<file path="src/hdl/rgbgb_pkg.sv">
`timescale 1ns / 1ps

package rgbgb_pkg;

	localparam int COL_W          = 8;
	localparam int ROW_W          = 10;
	localparam int CH_W           = 8;
	localparam int CH_COUNT       = 3;
	localparam int PIX_W          = CH_W * CH_COUNT;
	localparam int LINE_COUNT     = 3;
	localparam int ENTRY_W        = PIX_W * LINE_COUNT;
	localparam int IN_TDATA_W     = 48;
	localparam int OUT_TDATA_W    = 24;
	localparam int LINE_WIDTH_DEF = 256;
	localparam int QUEUE_DEPTH    = 4;
	localparam int QCNT_W         = $clog2(QUEUE_DEPTH + 1);

	// One blurred pixel handed from the front end to the result queue.
	typedef struct packed {
		logic             valid;
		logic [PIX_W-1:0] pixel;
	} blur_push_t;

endpackage

</file>
<file path="src/hdl/rgbgb_fifo.sv">
`timescale 1ns / 1ps

module rgbgb_fifo (
	input  logic                             clk,
	input  logic                             arst_n,
	input  rgbgb_pkg::blur_push_t            push,
	output logic [rgbgb_pkg::QCNT_W-1:0]     count,
	output logic                             m_axis_tvalid,
	input  logic                             m_axis_tready,
	output logic [rgbgb_pkg::OUT_TDATA_W-1:0] m_axis_tdata
);

	localparam int DEPTH = rgbgb_pkg::QUEUE_DEPTH;
	localparam int PTR_W = $clog2(DEPTH);
	localparam int CNT_W = rgbgb_pkg::QCNT_W;

	logic [rgbgb_pkg::PIX_W-1:0] slot_q [DEPTH];
	logic [PTR_W-1:0]            wr_ptr_q;
	logic [PTR_W-1:0]            rd_ptr_q;
	logic [CNT_W-1:0]            count_q;
	logic                        pop;

	assign count         = count_q;
	assign m_axis_tvalid = count_q != '0;
	assign m_axis_tdata  = rgbgb_pkg::OUT_TDATA_W'(slot_q[rd_ptr_q]);
	assign pop           = m_axis_tvalid && m_axis_tready;

	// The front end holds back input so that a push always finds room.
	always_ff @(posedge clk or negedge arst_n) begin
		if (!arst_n) begin
			wr_ptr_q <= '0;
			rd_ptr_q <= '0;
			count_q  <= '0;
		end else begin
			if (push.valid) begin
				wr_ptr_q <= (wr_ptr_q == PTR_W'(DEPTH - 1)) ? '0 : wr_ptr_q + PTR_W'(1);
			end
			if (pop) begin
				rd_ptr_q <= (rd_ptr_q == PTR_W'(DEPTH - 1)) ? '0 : rd_ptr_q + PTR_W'(1);
			end
			count_q <= count_q + CNT_W'(push.valid) - CNT_W'(pop);
		end
	end

	always_ff @(posedge clk) begin
		if (push.valid) begin
			slot_q[wr_ptr_q] <= push.pixel;
		end
	end

endmodule

</file>
<file path="config.mk">
export PLATFORM = sky130hd
export DESIGN_NAME = rgbgb_fifo
export DESIGN_NICKNAME = d
export VERILOG_FILES = /design/src/hdl/rgbgb_pkg.sv /design/src/hdl/rgbgb_fifo.sv
export SDC_FILE = /design/constraint.sdc
export NUM_CORES = 1
export LEC_CHECK = 0
export BUFFER_PORTS_ARGS = -buffer_cell sky130_fd_sc_hd__clkbuf_2
export CAP_MARGIN = 20
export CELL_PAD_IN_SITES_DETAIL_PLACEMENT = 0
export CELL_PAD_IN_SITES_GLOBAL_PLACEMENT = 2
export CORE_MARGIN = 2
export CORE_UTILIZATION = 47
export CTS_BUF_LIST = sky130_fd_sc_hd__clkbuf_8 sky130_fd_sc_hd__clkbuf_16
export CTS_CLUSTER_SIZE = 40
export DETAILED_ROUTE_END_ITERATION = 8
export PLACE_DENSITY_LB_ADDON = 0.1
export SETUP_SLACK_MARGIN = 0.02
export SLEW_MARGIN = 10
export SYNTH_ARGS = -nofsm -noshare
export SYNTH_HDL_FRONTEND = slang
export SYNTH_SLANG_ARGS = --single-unit
</file>
<file path="constraint.sdc">
create_clock -name clk -period 5.67 [get_ports clk]
set_clock_uncertainty 0.05 [all_clocks]
set_input_delay 1.134 -clock clk [delete_from_list [all_inputs] [get_ports clk]]
set_output_delay 1.134 -clock clk [all_outputs]
set_load 0.02 [all_outputs]
</file>
==> results by group <==
Status
  – Result of the run: complete, no violations

Yosys
  – Number of synthesized register bits: roughly 100
  – Synthesized instance count: around 160
  – Nets in the synthesized netlist: 199
  – Number of distinct library cells after synthesis: 19
  – Synth Area per Inst: 24.09 µm²
  – Ys Warns: 0
  – Cell Area, Synth: 3926 µm²
  – Proportion of synthesized chip area in sequential cells: 0.7788

Placed design
  – Placer Congestion: approximately 0.66
  – Inst Count DP: 321
  – Estimated wirelength of the detail-placed design: 3930 µm
  – Count of input and output buffers: 55

Die
  – Area of the die: a little over 9000 µm²
  – Starting density of the core: 0.4803
  – I/O Pins: 56
  – Area of the core: 8175 µm²
  – Die Wd: 95.40 µm
  – Number of rows in the core area: 33
  – Chip height: 95.40 µm

Critical path
  – Buffers and inverters on the worst path: 1
  – WP data required: 4.49 ns
  – Largest driver fanout on the critical path: 27
  – Critical Path Max Stage Delay: 0.94 ns
  – WP data arrival: 2.14 ns
  – Type of destination of the critical path: output pin
  – Cell with the biggest individual delay on the critical path: sky130_fd_sc_hd__dfrtp_2
  – Classification of the worst setup path: flop to output pin
  – Dominant delay contributor by cell family on the critical path: flip-flops
  – Critical path launch point type: flop
  – List of cells traversed by the critical path: mux4_1, clkbuf_2

Global routing
  – Aggregate global-route resource usage: 0.1470
  – Vias in the first global route: 1,868
  – First-pass GRT wire length: 9432 µm
  – Number of antenna violations at the first check in global routing: 0
  – Largest net degree at the start of global routing: 28
  – Total overflow reported by the global router: 0

Cells and area
  – Area growth from synthesis to layout: 14.82%
  – Layout filler cell count: ~650
  – Number of standard cells in the layout, taps in and fillers out: 338
  – Top library cells by usage in the layout, fill and taps aside: 96 x sky130_fd_sc_hd__edfxtp_1, 55 x sky130_fd_sc_hd__clkbuf_2, 18 x sky130_fd_sc_hd__mux4_2
  – Leading cell type in the layout, fill and taps excluded: sky130_fd_sc_hd__edfxtp_1
  – Sequential cell area: a little over 3000 µm²
  – Fraction of layout instances using a drive strength above 1: 0.4120
  – Antenna diode instance count: 0
  – Total area of multi-input combinational cells: 775.7 µm²
  – Nets@finish: 264

STA
  – Setup violators final: 0
  – Headroom to the max-slew limit: 0.4244
  – RSZ-0062 raised after global routing: false
  – Max Slew Vio Count: 0
  – Highest clock rate: approximately 300 MHz
  – Final hold viol count: 0
  – Post-layout minimum cycle time: 3.321 ns
  – Worst-case hold slack: ~0.48 ns
  – Portion of the clock cycle consumed by the worst path in the final layout: 0.5858
  – Sum Neg Setup Slack: 0 ns
  – Tightest Pin Transition: 0.8635 ns

Clock tree
  – Clk_lat worst skew: 0.35 ns
  – Maximum count of clock buffers along a single path: 2
  – Clock-pin transition on the worst setup and hold timing paths: 0.09 ns
  – TritonCTS clock tree: built
  – Number of gates resized after cts: 0
  – CTS Buf Count: 9
  – Number of sinks driven by the clock tree: approximately 100
  – Setup fix buffers added after clock tree synthesis: 0
  – Deepest level of the CTS H-tree: 3
  – CTS Root Cell: sky130_fd_sc_hd__clkbuf_8
  – Number of hold buffers added after CTS: 0

Detailed routing
  – Initial detailed-routing violation count: 79
  – Vias per cell: 5.269
  – Drt wl/cell: 18.17 µm
  – Number of remaining DRC errors: 0
  – Vias: between 1,500 and 2,000
  – Length of the first detailed-routing pass in iterations: 4
  – Final antenna-violating net count: 0
  – Total Routed Length: 6140 µm

Pwr
  – Total chip power: between 2 and 2.5 mW
  – Power per standard cell area: 493.7 nW/µm²
  – IR drop worst, VDD: 0.2924 mV
  – Leakage component of the power: 1.622 nW

Min path
  – Worst min path class: flop to flop

Run
  – Max Cap Violations: 0
where the power goes:
group	internal, mW	leakage [nW]	switching, mW
combinational	0.319	0.563	0.374
clock	0.204	0.0949	0.236
sequential	0.980	0.964	0.113
sequential cells by signal (all words and copies together), names as in the netlist:
| signal | flops |
|---|---|
| slot_q | 96 |
| count | 3 |
| rd_ptr_q | 2 |
| wr_ptr_q | 2 |
worst reg2reg max path, delay by kind of cell, from the launching register on:
kind / cells / cell delay, ns
compound gates: 1 / 0.47
xor+xnor: 2 / 0.32
buf+inv: 3 / 0.20
fa+ha+maj: 3 / 0.78
flops: 1 / 0.46
cells in the mapped netlist:
master | count | share of area
sky130_fd_sc_hd__and2_1 | 4 | 0.0064
sky130_fd_sc_hd__buf_12 | 2 | 0.010
sky130_fd_sc_hd__buf_2 | 3 | 0.0038
sky130_fd_sc_hd__buf_6 | 1 | 0.0029
sky130_fd_sc_hd__dfrtp_1 | 7 | 0.045
sky130_fd_sc_hd__edfxtp_1 | 96 | 0.73
sky130_fd_sc_hd__fa_1 | 1 | 0.0051
sky130_fd_sc_hd__ha_1 | 7 | 0.022
sky130_fd_sc_hd__inv_1 | 7 | 0.0067
sky130_fd_sc_hd__mux2_2 | 2 | 0.0057
sky130_fd_sc_hd__mux4_1 | 6 | 0.040
sky130_fd_sc_hd__mux4_2 | 18 | 0.10
sky130_fd_sc_hd__nand2_1 | 1 | 0.00096
sky130_fd_sc_hd__nor2_1 | 1 | 0.00096
sky130_fd_sc_hd__o21ai_0 | 2 | 0.0025
sky130_fd_sc_hd__o31ai_1 | 1 | 0.0019
sky130_fd_sc_hd__or3_1 | 1 | 0.0016
sky130_fd_sc_hd__or3b_2 | 1 | 0.0022
sky130_fd_sc_hd__xnor2_1 | 2 | 0.0045
stage by stage:
stage                     worst slack (ns)  instance area, µm²  utilization
final                                2.349                4508       0.5514
after global routing                 2.214                4508       0.5514
after CTS                            2.285                4493       0.5496
after detailed placement             2.681                4298       0.5257
after global placement               2.714                4298       0.5257
after floorplan                      3.077                3926            -
metal layers:
layer,global-route usage,wire length [µm],up-vias
li1,-,-,802
met2,0.2553,3238,41
met4,0.07857,129,0
met1,0.1750,2539,928
met5,0,0,-
met3,0.02609,233,10
final timing paths:
check                            start         endpoint  slack (ns)  cells after the start
setup / recovery           rd_ptr_q[0]  m_axis_tdata[4]        2.35                      2
hold / removal                count[2]         count[2]        0.48                      1
min in group asynchronous       arst_n         count[2]        0.55                      1
setup reg to reg              count[1]         count[2]        3.33                      9
max in group asynchronous       arst_n      rd_ptr_q[0]        4.83                      1
hold reg to reg               count[2]         count[2]        0.48                      1
cell type report:
type / count / area share
flip-flops and latches: 103 / 0.6786
repair buffers: 60 / 0.07105
multi-input cells: 47 / 0.1721
well taps: 105 / 0.02914
clock inverters: 7 / 0.01582
clock buffers: 9 / 0.02748
inverters: 7 / 0.005828
kinds of logic (layout without fill, tap and decap cells):
family / Yosys count / in the layout / share of synthesized area
mux: 26 / 26 / 0.1491
buf+inv: 13 / 83 / 0.02358
flops: 103 / 103 / 0.7788
compound gates: 3 / 3 / 0.004462
xor+xnor: 2 / 2 / 0.004462
simple gates: 8 / 8 / 0.01211
fa+ha+maj: 8 / 8 / 0.02741
Power figures use the tool's default switching activity.
